`src/design/les_pkg.sv`:
```
// Package with the types, codes and gamma table of the LED effect sequencer.
package les_pkg;

    // Number of program words; the address wrap relies on a power of two.
    localparam int PROG_DEPTH = 64;

    typedef enum logic [2:0] {
        REQ_TICK  = 3'd0,
        REQ_START = 3'd1,
        REQ_SET   = 3'd2,
        REQ_STOP  = 3'd3,
        REQ_WRITE = 3'd4
    } t_req;

    typedef enum logic [2:0] {
        CMD_MOVE   = 3'd0,
        CMD_PAUSE  = 3'd1,
        CMD_REPEAT = 3'd2,
        CMD_STOP   = 3'd3
    } t_cmd;

    typedef enum logic [1:0] {
        MS_IDLE  = 2'd0,
        MS_INC   = 2'd1,
        MS_DEC   = 2'd2,
        MS_PAUSE = 2'd3
    } t_motion;

    localparam logic [7:0] STOP_STEP   = 8'd10;
    localparam logic [7:0] SWITCH_STEP = 8'd255;

    // One program word as stored in the program memory.
    typedef struct packed {
        logic [2:0] cmd;
        logic [7:0] param_a;
        logic [7:0] param_b;
    } t_word;

    localparam int WORD_W = $bits(t_word);

    // Gamma curve, one entry per level.
    localparam logic [7:0] GAMMA_ROM [256] = '{
        8'h00, 8'h01, 8'h01, 8'h01, 8'h02, 8'h02, 8'h02, 8'h02,
        8'h02, 8'h02, 8'h03, 8'h03, 8'h03, 8'h03, 8'h03, 8'h04,
        8'h04, 8'h04, 8'h04, 8'h04, 8'h05, 8'h05, 8'h05, 8'h05,
        8'h05, 8'h06, 8'h06, 8'h06, 8'h06, 8'h06, 8'h07, 8'h07,
        8'h07, 8'h07, 8'h07, 8'h08, 8'h08, 8'h08, 8'h08, 8'h08,
        8'h09, 8'h09, 8'h09, 8'h09, 8'h09, 8'h0a, 8'h0a, 8'h0a,
        8'h0a, 8'h0b, 8'h0b, 8'h0b, 8'h0b, 8'h0b, 8'h0c, 8'h0c,
        8'h0c, 8'h0c, 8'h0d, 8'h0d, 8'h0d, 8'h0d, 8'h0e, 8'h0e,
        8'h0e, 8'h0e, 8'h0e, 8'h0f, 8'h0f, 8'h0f, 8'h0f, 8'h10,
        8'h10, 8'h10, 8'h10, 8'h11, 8'h11, 8'h11, 8'h12, 8'h12,
        8'h12, 8'h12, 8'h13, 8'h13, 8'h13, 8'h13, 8'h14, 8'h14,
        8'h14, 8'h15, 8'h15, 8'h15, 8'h15, 8'h16, 8'h16, 8'h16,
        8'h17, 8'h17, 8'h17, 8'h18, 8'h18, 8'h18, 8'h19, 8'h19,
        8'h19, 8'h1a, 8'h1a, 8'h1a, 8'h1b, 8'h1b, 8'h1b, 8'h1c,
        8'h1c, 8'h1d, 8'h1d, 8'h1d, 8'h1e, 8'h1e, 8'h1e, 8'h1f,
        8'h1f, 8'h20, 8'h20, 8'h21, 8'h21, 8'h21, 8'h22, 8'h22,
        8'h23, 8'h23, 8'h24, 8'h24, 8'h25, 8'h25, 8'h26, 8'h26,
        8'h27, 8'h27, 8'h28, 8'h28, 8'h29, 8'h29, 8'h2a, 8'h2b,
        8'h2b, 8'h2c, 8'h2c, 8'h2d, 8'h2e, 8'h2e, 8'h2f, 8'h2f,
        8'h30, 8'h31, 8'h31, 8'h32, 8'h33, 8'h34, 8'h34, 8'h35,
        8'h36, 8'h37, 8'h37, 8'h38, 8'h39, 8'h3a, 8'h3b, 8'h3b,
        8'h3c, 8'h3d, 8'h3e, 8'h3f, 8'h40, 8'h41, 8'h42, 8'h43,
        8'h44, 8'h45, 8'h46, 8'h47, 8'h48, 8'h49, 8'h4a, 8'h4b,
        8'h4d, 8'h4e, 8'h4f, 8'h50, 8'h51, 8'h53, 8'h54, 8'h55,
        8'h57, 8'h58, 8'h59, 8'h5b, 8'h5c, 8'h5e, 8'h5f, 8'h61,
        8'h62, 8'h64, 8'h66, 8'h67, 8'h69, 8'h6b, 8'h6d, 8'h6e,
        8'h70, 8'h72, 8'h74, 8'h76, 8'h78, 8'h7a, 8'h7c, 8'h7e,
        8'h80, 8'h83, 8'h85, 8'h87, 8'h8a, 8'h8c, 8'h8e, 8'h91,
        8'h93, 8'h96, 8'h99, 8'h9b, 8'h9e, 8'ha1, 8'ha4, 8'ha7,
        8'haa, 8'had, 8'hb0, 8'hb3, 8'hb7, 8'hba, 8'hbd, 8'hc1,
        8'hc4, 8'hc8, 8'hcc, 8'hd0, 8'hd3, 8'hd7, 8'hdb, 8'hdf,
        8'he4, 8'he8, 8'hec, 8'hf1, 8'hf5, 8'hfa, 8'hff, 8'hff
    };

endpackage

```
`src/design/les_ram.sv`:
```
// Generic single-port-write, one-read RAM with registered read data.
module les_ram #(
    parameter int WIDTH = 8,
    parameter int DEPTH = 64
) (
    input  logic                     i_clk,
    input  logic                     i_we,
    input  logic [$clog2(DEPTH)-1:0] i_waddr,
    input  logic [WIDTH-1:0]         i_wdata,
    input  logic [$clog2(DEPTH)-1:0] i_raddr,
    output logic [WIDTH-1:0]         o_rdata
);

    logic [WIDTH-1:0] r_mem [DEPTH];
    logic [WIDTH-1:0] r_rdata;

    // Write port and registered read port.
    always_ff @(posedge i_clk) begin
        if (i_we) begin
            r_mem[i_waddr] <= i_wdata;
        end
        r_rdata <= r_mem[i_raddr];
    end

    assign o_rdata = r_rdata;

endmodule

```
`src/design/led_effect_sequencer.sv`:
```
// Top level of the LED effect sequencer.
// LED effect sequencer: one result word for every input word, one word per clock
// while results are taken. An accepted request is registered together with the
// program word the memory reads at the program counter; stage two then applies
// the ramp, pause and program step in one pass and registers the result when the
// result register is free. A new word is taken every cycle as long as the result
// register is free or being emptied. A program word written right before a tick
// that executes it is forwarded from the write path.
module led_effect_sequencer (
    input  logic       i_clk,
    input  logic       i_rst_n,
    input  logic       i_cfg_we,
    input  logic       i_cfg_wdata,
    input  logic       i_valid,
    output logic       o_ready,
    input  logic [2:0] i_req_type,
    input  logic [7:0] i_level,
    input  logic [7:0] i_step,
    input  logic [5:0] i_address,
    input  logic [2:0] i_cmd,
    input  logic [7:0] i_param_a,
    input  logic [7:0] i_param_b,
    output logic       o_valid,
    input  logic       i_ready,
    output logic [7:0] o_pwm_duty,
    output logic       o_switch_pin,
    output logic       o_busy_res
);

    localparam int AW = $clog2(les_pkg::PROG_DEPTH);

    logic              r_pwm_mode;
    logic [7:0]        r_cur, r_tgt, r_step, r_idle, r_pause, r_rep;
    les_pkg::t_motion  r_ms;
    logic [AW-1:0]     r_pc;
    logic              r_run;

    logic              r_s1_valid;
    logic [2:0]        r_s1_req;
    logic [7:0]        r_s1_level, r_s1_step;
    logic [AW-1:0]     r_s1_addr;
    logic              r_fwd;
    les_pkg::t_word    r_fwd_word;

    logic              r_out_valid;
    logic [7:0]        r_duty;
    logic              r_pin, r_busy;

    logic              acc_in, s1_go, s2_free;
    logic [AW-1:0]     in_addr, rd_addr;
    les_pkg::t_word    wr_word, rd_word, word;

    logic [7:0]        n_cur, n_tgt, n_step, n_idle, n_pause, n_rep;
    les_pkg::t_motion  n_ms;
    logic [AW-1:0]     n_pc;
    logic              n_run;
    logic [8:0]        sum;
    logic [7:0]        lv;

    // Two-stage handshake: stage one holds a request, stage two the result.
    assign s2_free = !r_out_valid || i_ready;
    assign s1_go   = r_s1_valid && s2_free;
    assign o_ready = !r_s1_valid || s2_free;
    assign acc_in  = i_valid && o_ready;
    assign in_addr = AW'(i_address);

    assign wr_word = '{cmd: i_cmd, param_a: i_param_a, param_b: i_param_b};

    // The word to fetch follows the program counter that stage two leaves.
    assign rd_addr = s1_go ? n_pc : r_pc;

    les_ram #(.WIDTH(les_pkg::WORD_W), .DEPTH(les_pkg::PROG_DEPTH)) u_prog (
        .i_clk  (i_clk),
        .i_we   (acc_in && i_req_type == les_pkg::REQ_WRITE),
        .i_waddr(in_addr),
        .i_wdata(wr_word),
        .i_raddr(rd_addr),
        .o_rdata(rd_word)
    );

    assign word = r_fwd ? r_fwd_word : rd_word;

    // Configuration register.
    always_ff @(posedge i_clk) begin
        if (!i_rst_n) begin
            r_pwm_mode <= 1'b1;
        end else if (i_cfg_we) begin
            r_pwm_mode <= i_cfg_wdata;
        end
    end

    // Stage one: request register plus write forwarding toward the fetch.
    always_ff @(posedge i_clk) begin
        if (!i_rst_n) begin
            r_s1_valid <= 1'b0;
            r_fwd      <= 1'b0;
        end else begin
            if (acc_in) begin
                r_s1_valid <= 1'b1;
            end else if (s1_go) begin
                r_s1_valid <= 1'b0;
            end
            if (acc_in && i_req_type == les_pkg::REQ_WRITE && in_addr == rd_addr) begin
                r_fwd <= 1'b1;
            end else if (s1_go || acc_in) begin
                r_fwd <= 1'b0;
            end
        end
        if (acc_in && i_req_type == les_pkg::REQ_WRITE && in_addr == rd_addr) begin
            r_fwd_word <= wr_word;
        end
        if (acc_in) begin
            r_s1_req   <= i_req_type;
            r_s1_level <= i_level;
            r_s1_step  <= i_step;
            r_s1_addr  <= in_addr;
        end
    end

    // Stage two: motion, program step and requests in one pass.
    always_comb begin
        n_cur   = r_cur;
        n_tgt   = r_tgt;
        n_step  = r_step;
        n_idle  = r_idle;
        n_ms    = r_ms;
        n_pause = r_pause;
        n_pc    = r_pc;
        n_run   = r_run;
        n_rep   = r_rep;
        sum     = 9'd0;
        lv      = r_cur;
        if (r_s1_valid) begin
            case (r_s1_req)
                les_pkg::REQ_TICK: begin
                    case (r_ms)
                        les_pkg::MS_INC: begin
                            sum = {1'b0, r_cur} + {1'b0, r_step};
                            lv  = (sum > {1'b0, r_tgt}) ? r_tgt : sum[7:0];
                        end
                        les_pkg::MS_DEC: begin
                            lv = (r_cur > r_step) ? r_cur - r_step : 8'd0;
                            lv = (lv < r_tgt) ? r_tgt : lv;
                        end
                        default: begin
                            lv = r_cur;
                        end
                    endcase
                    n_cur = lv;
                    if ((r_ms == les_pkg::MS_INC || r_ms == les_pkg::MS_DEC) && lv == r_tgt) begin
                        n_ms = les_pkg::MS_IDLE;
                    end
                    if (r_ms == les_pkg::MS_PAUSE) begin
                        n_pause = r_pause - 8'd1;
                        if (n_pause == 8'd0) begin
                            n_ms = les_pkg::MS_IDLE;
                        end
                    end
                    // One program word runs when the engine has gone idle and a program runs.
                    if (n_ms == les_pkg::MS_IDLE && r_run) begin
                        n_pc = r_pc + AW'(1);
                        case (word.cmd)
                            les_pkg::CMD_MOVE: begin
                                n_tgt  = word.param_a;
                                n_step = r_pwm_mode ? word.param_b : les_pkg::SWITCH_STEP;
                                n_ms   = (n_cur < word.param_a) ? les_pkg::MS_INC
                                                                : les_pkg::MS_DEC;
                            end
                            les_pkg::CMD_PAUSE: begin
                                n_pause = word.param_a;
                                n_ms    = les_pkg::MS_PAUSE;
                            end
                            les_pkg::CMD_REPEAT: begin
                                n_rep = r_rep + 8'd1;
                                if (n_rep < word.param_b) begin
                                    n_pc = r_pc - word.param_a[AW-1:0];
                                end
                            end
                            les_pkg::CMD_STOP: begin
                                n_run  = 1'b0;
                                n_tgt  = r_idle;
                                n_step = r_pwm_mode ? les_pkg::STOP_STEP : les_pkg::SWITCH_STEP;
                                n_ms   = (n_cur < r_idle) ? les_pkg::MS_INC : les_pkg::MS_DEC;
                            end
                            default: begin
                                n_pc = r_pc + AW'(1);
                            end
                        endcase
                    end
                end
                les_pkg::REQ_START: begin
                    n_run = 1'b1;
                    n_pc  = r_s1_addr;
                    n_ms  = les_pkg::MS_IDLE;
                    n_rep = 8'd0;
                end
                les_pkg::REQ_SET: begin
                    n_run  = 1'b0;
                    n_idle = r_s1_level;
                    n_tgt  = r_s1_level;
                    n_step = r_pwm_mode ? r_s1_step : les_pkg::SWITCH_STEP;
                    n_ms   = (r_cur < r_s1_level) ? les_pkg::MS_INC : les_pkg::MS_DEC;
                end
                les_pkg::REQ_STOP: begin
                    n_run  = 1'b0;
                    n_tgt  = r_idle;
                    n_step = r_pwm_mode ? les_pkg::STOP_STEP : les_pkg::SWITCH_STEP;
                    n_ms   = (r_cur < r_idle) ? les_pkg::MS_INC : les_pkg::MS_DEC;
                end
                default: begin
                    n_run = r_run;
                end
            endcase
        end
    end

    // Engine state and result register.
    always_ff @(posedge i_clk) begin
        if (!i_rst_n) begin
            r_cur       <= '0;
            r_tgt       <= '0;
            r_step      <= '0;
            r_idle      <= '0;
            r_ms        <= les_pkg::MS_IDLE;
            r_pause     <= '0;
            r_pc        <= '0;
            r_run       <= 1'b0;
            r_rep       <= '0;
            r_out_valid <= 1'b0;
        end else begin
            if (s1_go) begin
                r_cur       <= n_cur;
                r_tgt       <= n_tgt;
                r_step      <= n_step;
                r_idle      <= n_idle;
                r_ms        <= n_ms;
                r_pause     <= n_pause;
                r_pc        <= n_pc;
                r_run       <= n_run;
                r_rep       <= n_rep;
                r_out_valid <= 1'b1;
            end else if (i_ready) begin
                r_out_valid <= 1'b0;
            end
        end
        if (s1_go) begin
            r_duty <= r_pwm_mode ? les_pkg::GAMMA_ROM[n_cur] : 8'd0;
            r_pin  <= !r_pwm_mode && n_cur == 8'd0;
            r_busy <= n_ms != les_pkg::MS_IDLE || n_run;
        end
    end

    assign o_valid      = r_out_valid;
    assign o_pwm_duty   = r_duty;
    assign o_switch_pin = r_pin;
    assign o_busy_res   = r_busy;

endmodule

```
`config.mk`:
```
export PLATFORM = sky130hd
export DESIGN_NAME = led_effect_sequencer
export DESIGN_NICKNAME = d
export VERILOG_FILES = /design/src/design/les_pkg.sv /design/src/design/les_ram.sv /design/src/design/led_effect_sequencer.sv
export SDC_FILE = /design/constraint.sdc
export NUM_CORES = 2
export LEC_CHECK = 0
export BUFFER_PORTS_ARGS = -buffer_cell sky130_fd_sc_hd__buf_2
export CAP_MARGIN = 20
export CORE_MARGIN = 4
export CORE_UTILIZATION = 47
export CTS_BUF_LIST = sky130_fd_sc_hd__clkbuf_4 sky130_fd_sc_hd__clkbuf_8 sky130_fd_sc_hd__clkbuf_16
export CTS_CLUSTER_DIAMETER = 50
export CTS_CLUSTER_SIZE = 28
export DETAILED_ROUTE_END_ITERATION = 10
export PLACE_DENSITY = 0.7
export SLEW_MARGIN = 10
export SYNTH_ARGS = -nofsm -noshare
export SYNTH_HDL_FRONTEND = slang
export SYNTH_SLANG_ARGS = --single-unit
```
`constraint.sdc`:
```
create_clock -name i_clk -period 9.8 [get_ports i_clk]
set_input_delay 0.49 -clock i_clk [delete_from_list [all_inputs] [get_ports i_clk]]
set_output_delay 0.49 -clock i_clk [all_outputs]
set_load 0.1 [all_outputs]
```
# After elaboration in Yosys (flattened, before gate mapping)
# Memories as Yosys holds them, arrays and structs flattened. A register that Yosys moved wholly into a read port is not among the register bits.
# Cells that the tools add are included.
[totals]
ff_bits = 107
mem_bits_rw = 1216
romBits = 2048
out_inout_bits = 12
wordCells = 141
n_memories = 2
[classes]
add_sub_neg = 6
n_lt_le_gt_ge = 8
n_eq_ne = 15
n_mux = 55
bitwise_logic = 1
reduce_logical = 32
[memory_table]
columns = ["memory", "words", "width", "read_ports", "rd_clocked_by_memory_dff", "wr", "line", "text"]
rows = [
  ["(no name shown)", 256, 8, 1, 1, 0, "led_effect_sequencer.sv:247", "r_duty <= r_pwm_mode ? les_pkg::GAMMA_ROM[n_cur] : 8'd0;"],
  ["u_prog.r_mem", 64, 19, 1, 1, 1, "les_ram.sv:14", "logic [WIDTH-1:0] r_mem [DEPTH];"],
]
[ops]
columns = ["cell", "count"]
rows = [
  ["$mux 8", 17],
  ["$pmux 8 s2", 4],
  ["$lt 8x8->1", 6],
  ["$pmux 8 s3", 2],
  ["$mux 6", 5],
  ["$mux 2", 11],
  ["$mux 19", 1],
  ["$logic_not 8->1", 2],
  ["$eq 3x2->1 const B", 4],
  ["$pmux 6 s2", 1],
  ["$mux 1", 11],
  ["$reduce_and 5->1", 2],
  ["$reduce_bool 2->1", 5],
  ["$add 8x8->9", 1],
  ["$gt 9x8->1", 1],
  ["$not 8->9", 1],
  ["$add 8x1->8 const B", 1],
  ["$eq 8x8->1", 1],
  ["$gt 8x8->1", 1],
  ["$pmux 2 s4", 1],
  ["$sub 8x1->8 const B", 1],
  ["$sub 8x8->8", 1],
  ["$logic_and 1x1->1", 7],
  ["$add 6x1->6 const B", 1],
  ["18 further kinds", 29],
]

# Longest topological paths before layout
[logic_depth]
depth_word = 23
mapped_depth = 29
ltp_nobuf = 26

# By module
# Synthesis repeated with hierarchy kept, for this count alone.
[unflattened]
hier_cells = 3356
hier_area_um2 = 57009.7
[modules_own_cells]
columns = ["module", "n_inst", "cells_each", "area_each_um2", "seq_area_each_um2"]
rows = [
  ["les_ram", 1, 2113, 47113.9, 36895.4],
  ["led_effect_sequencer", 1, 1243, 9895.7, 2842.7],
]

# Worst setup path before layout
# Ideal clock, no wire load.
[synth_timing]
kind = "register to register"
from = "register r_cur[0]"
to = "register r_fwd_word[0] (netlist name) (enable)"
setup_ns = 0.421
arrival_time_ns = 6.749
setup_slack_ns = 2.630
stages_incl_launch_ff = 26
n_path_buf = 4
synth_period_minus_slack_ns = 7.170
cell_sequence = "dfxtp_1 inv_1 ha_1 fa_1 nand2b_1 a211oi_2 o21ai_1 buf_2 nor3_1 ha_1 nand4_1 a21oi_1 a21oi_1 nand2_2 a221o_1 a22oi_1 and4_1 buf_4 a21oi_1 o311a_1 a211oi_2 buf_4 buf_4 xor2_1 nand4_1 nor3_1"
[synth_between]
elab_chain_len = 22
elab_cells_between_ends = 26
classes_between = "add/sub (2); order compare (3); eq/ne (2); mux (15); reduce/logical (4)"
[synth_rtl]
columns = ["item", "line", "text"]
rows = [
  ["start: declaration", "led_effect_sequencer.sv:33", "logic [7:0] r_cur, r_tgt, r_step, r_idle, r_pause, r_rep;"],
  ["start signal: assignment", "led_effect_sequencer.sv:232", "r_cur <= n_cur;"],
  ["$sub 8x8->8 or $gt 8x8->1 (tied branches)", "led_effect_sequencer.sv:142", "lv = (r_cur > r_step) ? r_cur - r_step : 8'd0;"],
  ["$mux 8", "led_effect_sequencer.sv:142", ""],
  ["$lt 8x8->1", "led_effect_sequencer.sv:143", "lv = (lv < r_tgt) ? r_tgt : lv;"],
  ["$mux 8", "led_effect_sequencer.sv:143", ""],
  ["$pmux 8 s2 (*)", "led_effect_sequencer.sv:136", "case (r_ms)"],
  ["$mux 8 (*)", "led_effect_sequencer.sv:134", "case (r_s1_req)"],
  ["$mux 8 (*)", "led_effect_sequencer.sv:133", "if (r_s1_valid) begin"],
  ["$eq 8x8->1 (*)", "led_effect_sequencer.sv:150", "if ((r_ms == les_pkg::MS_INC || r_ms == les_pkg::MS_DEC) && lv == r_tgt) begin"],
  ["[6 not listed]", "--", ""],
  ["$logic_not 2->1 (*)", "led_effect_sequencer.sv:160", "if (n_ms == les_pkg::MS_IDLE && r_run) begin"],
  ["$logic_and 1x1->1 (*)", "led_effect_sequencer.sv:160", ""],
  ["$mux 6 (*)", "led_effect_sequencer.sv:160", ""],
  ["$pmux 6 s2 (*)", "led_effect_sequencer.sv:134", ""],
  ["$mux 6 (*)", "led_effect_sequencer.sv:133", ""],
  ["$mux 6 (*)", "--", ""],
  ["$eq 6x6->1 (*)", "led_effect_sequencer.sv:109", "if (acc_in && i_req_type == les_pkg::REQ_WRITE && in_addr == rd_addr) begin"],
  ["$logic_and 1x1->1 (*)", "led_effect_sequencer.sv:109", ""],
  ["end signal: assignment", "led_effect_sequencer.sv:110", "r_fwd_word <= wr_word;"],
  ["end: declaration", "led_effect_sequencer.sv:43", "les_pkg::t_word r_fwd_word;"],
]
# Mark *: on every way between the ends. The rest lies on a longest branch, timed or not. The select of a mux whose other input is x is not followed.
# A chain may end at the register's enable or synchronous reset.

# Final worst setup path
[layout_timing]
from = "register r_cur[0]"
to = "register u_prog.r_rdata[0] (netlist: u_prog.o_rdata[0]) (read register of u_prog.r_mem)"
[layout_between]
elab_chain_len = 20
elab_cells_between_ends = 24
classes_between = "add/sub (2); order compare (3); eq/ne (1); mux (15); reduce/logical (3)"
[layout_rtl]
columns = ["item", "line", "text"]
rows = [
  ["$sub 8x8->8 or $gt 8x8->1 (tied branches)", "led_effect_sequencer.sv:142", ""],
  ["$mux 8", "led_effect_sequencer.sv:142", ""],
  ["$lt 8x8->1", "led_effect_sequencer.sv:143", ""],
  ["$mux 8", "led_effect_sequencer.sv:143", ""],
  ["$pmux 8 s2 (*)", "led_effect_sequencer.sv:136", ""],
  ["$mux 8 (*)", "led_effect_sequencer.sv:134", ""],
  ["$mux 8 (*)", "led_effect_sequencer.sv:133", ""],
  ["$eq 8x8->1 (*)", "led_effect_sequencer.sv:150", ""],
  ["[4 not listed]", "--", ""],
  ["$mux 2 (*)", "led_effect_sequencer.sv:134", ""],
  ["$mux 2 (*)", "led_effect_sequencer.sv:133", ""],
  ["$logic_not 2->1 (*)", "led_effect_sequencer.sv:160", ""],
  ["$logic_and 1x1->1 (*)", "led_effect_sequencer.sv:160", ""],
  ["$mux 6 (*)", "led_effect_sequencer.sv:160", ""],
  ["$pmux 6 s2 (*)", "led_effect_sequencer.sv:134", ""],
  ["$mux 6 (*)", "led_effect_sequencer.sv:133", ""],
  ["$mux 6 (*)", "--", ""],
  ["end: declaration", "les_ram.sv:15", "logic [WIDTH-1:0] r_rdata;"],
]
# Marked as above.

==> results.toml <==
[power_and_ir_drop]
combinationalPowerShare_pct = 8.7
vdd_drop_max_v = 0.000168
finalPower_mw = 12.4
p_sw_mw = 3.12
power_frac_seq_pct = 51.3
p_per_area_nw_per_um2 = 190
p_leak_nw = 22.9
swShare_pct = 25.1
p_clk_share_pct = 40.0
p_int_mw = 9.30

[critical_path]
reg2reg_to = "u_prog.o_rdata[0]"
critPathLaunchType = "flop"
crit_path_end_kind = "flop"
cp_num_buf_inv = 3
r2r-start = "r_cur[0]"
reg2regPathDepth = 24
max_stage_delay_ps = 750
crit_slowest_cell = "a32o_4"
required_ps = 10480
critical-path-top-delay-family = "compound AO/OA/AOI/OAI gates"
path_max_fanout = 41
cp.arrival_ps = 9380
path_depth = 24
r2r_slack_ps = 1100
cp_cell_sequence = "inv_1, ha_1, fa_1, nand2b_1, a211oi_2, o21ai_1, nor3_1, ha_1, nand4_1, a21oi_1, a21oi_1, nand2_2, a221o_1, a22oi_1, and4_1, a21o_1, a32o_4, buf_4, buf_4, nand2_1, a32oi_1, a31oi_1, nor3_1, a211o_1"
worst-setup-path-type = "reg -> reg"

[grt]
grt_pass1_vias = 36300
grt.total_usage_pct = 25.0
grt_pass1_wl_um = 244000
grt_max_degree = 145
grt_antenna_before_repair = 2
overflow = 0

[clock_network]
cts_made_buffers = 113
cts_tree = "done"
cts_resized = 0
cts_root_buffer = "clkbuf_16"
clock-sinks = 1350
post-cts-setup-buffer-count = 0
clk_pin_slew_ps = 80
cts.htree.levels = 3
clk_latency_ps = 760
cts_buffer_depth = 3

[sta]
finalHoldViolations = 0
worst_pin_slew_ps = 1220
fin_crit_sh_pct = 88.8
drv_slew = 0
holdWs_ps = 117
setup_viol = 0
max_freq_mhz = 115
slew-limit-headroom_pct = 16.3
finalWorstPathRequiredPeriod_ps = 8700
rsz0062_at_grt = "false"
clock_skew_ps = 62.4
final.setup.tns_ps = 0

[die]
die-area_um2 = 129000
start_util_pct = 47.5
ios = 62
die_w_um = 360
rows = 128
core-area_um2 = 122000
die_h_um = 360

[layout]
final_common_cell = "edfxtp_1"
fillCellCount = 9931
layout_common_cells = "edfxtp_1, nand2_1, nand3_1"
areaGrowthSynthToFinish_pct = 12.5
drive_above_1_share_pct = 12.8
antennaDiodeCount = 0
nets = 4679
final_util_pct = 53.5

[synth]
synth-seq-area-share_pct = 68.3
syn_area_um2 = 58200
syn_inst = 4460
syn_nets = 4601
yosysUniqueCellTypes = 103
ys_ff_latch = 1350
syn_area_per_cell_um2 = 13.0
ys_warn_count = 0
synth_edf_count = 1270
async_reset_ff_share_pct = 0
synthFlopType = "edfxtp_1"

[routing]
ant_nets = 0
drt_iter0_markers = 5668
drc_errors = 0
vias = 38800
avgViaCountPerCell = 6.20
totalWireLength_um = 167000
post_drt_wl_per_cell_um = 26.7
first_pass_iters = 6

[flow_run]
drv_cap = 0

[worst_hold_path]
hp-start = "i_address[0]"
hold_class = "in -> reg"
whs_endpoint = "r_s1_addr[0]"
hold_depth = 1

[placed_design]
place.gp.congestion = 0.913
hpwl_um = 100000
port-buffer-count = 61

[status]
status = "finished, final reports clean"
[kinds of logic after synthesis]
logic type | synth area share (%)
fa+ha+maj | 2.00
simple gates | 12.5
flops | 68.3
xor+xnor | 0.452
compound gates | 9.04
buf+inv | 2.62
mux | 5.08
[cell usage after synthesis (9+ instances only)]
| cell type | n | area (µm²) |
|---|---|---|
| o21a_1 | 9 | 67.6 |
| and2_1 | 9 | 56.3 |
| a32oi_1 | 61 | 534 |
| nand3_1 | 349 | 1750 |
| nand4_1 | 48 | 300 |
| a21o_1 | 25 | 188 |
| o311ai_0 | 19 | 166 |
| a2111oi_0 | 12 | 105 |
| o21ai_0 | 63 | 315 |
| a22oi_1 | 22 | 165 |
| a21oi_1 | 188 | 941 |
| a31oi_1 | 63 | 394 |
| mux2i_1 | 184 | 1840 |
| edfxtp_1 | 1270 | 38100 |
| o211ai_1 | 58 | 435 |
| a211oi_1 | 48 | 360 |
| and3_1 | 22 | 138 |
| xor2_1 | 14 | 123 |
| buf_2 | 99 | 495 |
| nor3_1 | 50 | 250 |
| nand2b_1 | 22 | 138 |
| clkbuf_1 | 115 | 432 |
| mux4_2 | 38 | 856 |
| nor2b_1 | 22 | 138 |
| o22ai_1 | 34 | 213 |
| buf_4 | 15 | 113 |
| dfxtp_1 | 80 | 1600 |
| mux2_2 | 19 | 214 |
| xnor2_1 | 16 | 140 |
| buf_1 | 40 | 150 |
| nor2_1 | 218 | 818 |
| nand3b_1 | 12 | 90.1 |
| ha_1 | 88 | 1100 |
| nand2_1 | 856 | 3210 |
| a211o_1 | 24 | 210 |
| inv_1 | 73 | 274 |
[registers in the layout (all words and copies together) (netlist names)]
register and flops:
r_s1_step 8, r_pwm_mode 1, r_s1_addr 6, r_idle 8
r_pause 8, r_ms 2, r_s1_level 8, o_pwm_duty 8
r_fwd 1, r_tgt 8, r_rep 8, r_step 8
r_fwd_word 19, u_prog.o_rdata 19, u_prog.r_mem 1216, r_pc 6
r_s1_req 3, o_busy_res 1, o_switch_pin 1, o_valid 1
r_run 1, r_s1_valid 1, r_cur 8
[layout make-up]
| type | instances | area [µm²] | area share, % |
|---|---|---|---|
| inverters | 73 | 274 | 0.419 |
| multi-input cells | 2762 | 17200 | 26.2 |
| clock inverters | 88 | 1200 | 1.83 |
| repair buffers | 238 | 2010 | 3.07 |
| well taps | 1625 | 2030 | 3.11 |
| clock buffers | 127 | 3010 | 4.60 |
| flip-flops and latches | 1350 | 39700 | 60.7 |
[worst max path at each step]
stage	startpoint	end	slack (ps)
global placement	r_cur[0]	u_prog.o_rdata[7]	1370
CTS	r_cur[0]	u_prog.o_rdata[7]	1180
detailed placement	r_cur[0]	u_prog.o_rdata[7]	1160
finish	r_cur[0]	u_prog.o_rdata[0]	1100
global route	r_cur[0]	u_prog.o_rdata[0]	670
floorplan	r_cur[0]	r_fwd_word[0]	2630
[power by group through the flow]
stage / registers [mW] / logic, mW / clock network (mW)
after floorplan: 6.49 / 0.610 / 0
after global placement: 6.50 / 1.04 / 0
after detailed placement: 6.50 / 1.05 / 0
after CTS: 6.37 / 1.06 / 5.03
after global routing: 6.37 / 1.15 / 5.27
final: 6.37 / 1.08 / 4.96
[what timing repair did]
action                     CTS  global route
hold endpoints to repair    20             0
setup endpoints to repair    0             0
hold buffers                21             0
[metal layers]
layer	global-route usage, %	up-vias	wire length, µm
li1	-	17000	-
met1	35.4	19200	66100
met2	38.3	2262	75300
met3	5.13	350	18400
met4	9.43	0	7150
met5	0	-	0
[stage by stage]
step / cell area, µm² / setup slack (ps) / cells
2_1_floorplan: 58200 / 2630 / 4460
3_3_place_gp: 60800 / 1370 / 6012
3_5_place_dp: 60900 / 1160 / 6021
4_1_cts: 65300 / 1180 / 6257
5_1_grt: 65400 / 666 / 6263
6_report: 65400 / 1100 / 6263
[worst reg2reg max path: cells and delay by family, from the launching register on]
family | cells | cell delay (ps)
AOI/OAI and AO/OA | 11 | 3810
adders and majority gates | 3 | 1030
buffers and inverters | 3 | 1170
DFF | 1 | 400
and+or+nand+nor | 7 | 2270
Note: power is estimated with default switching activity, not from simulation.
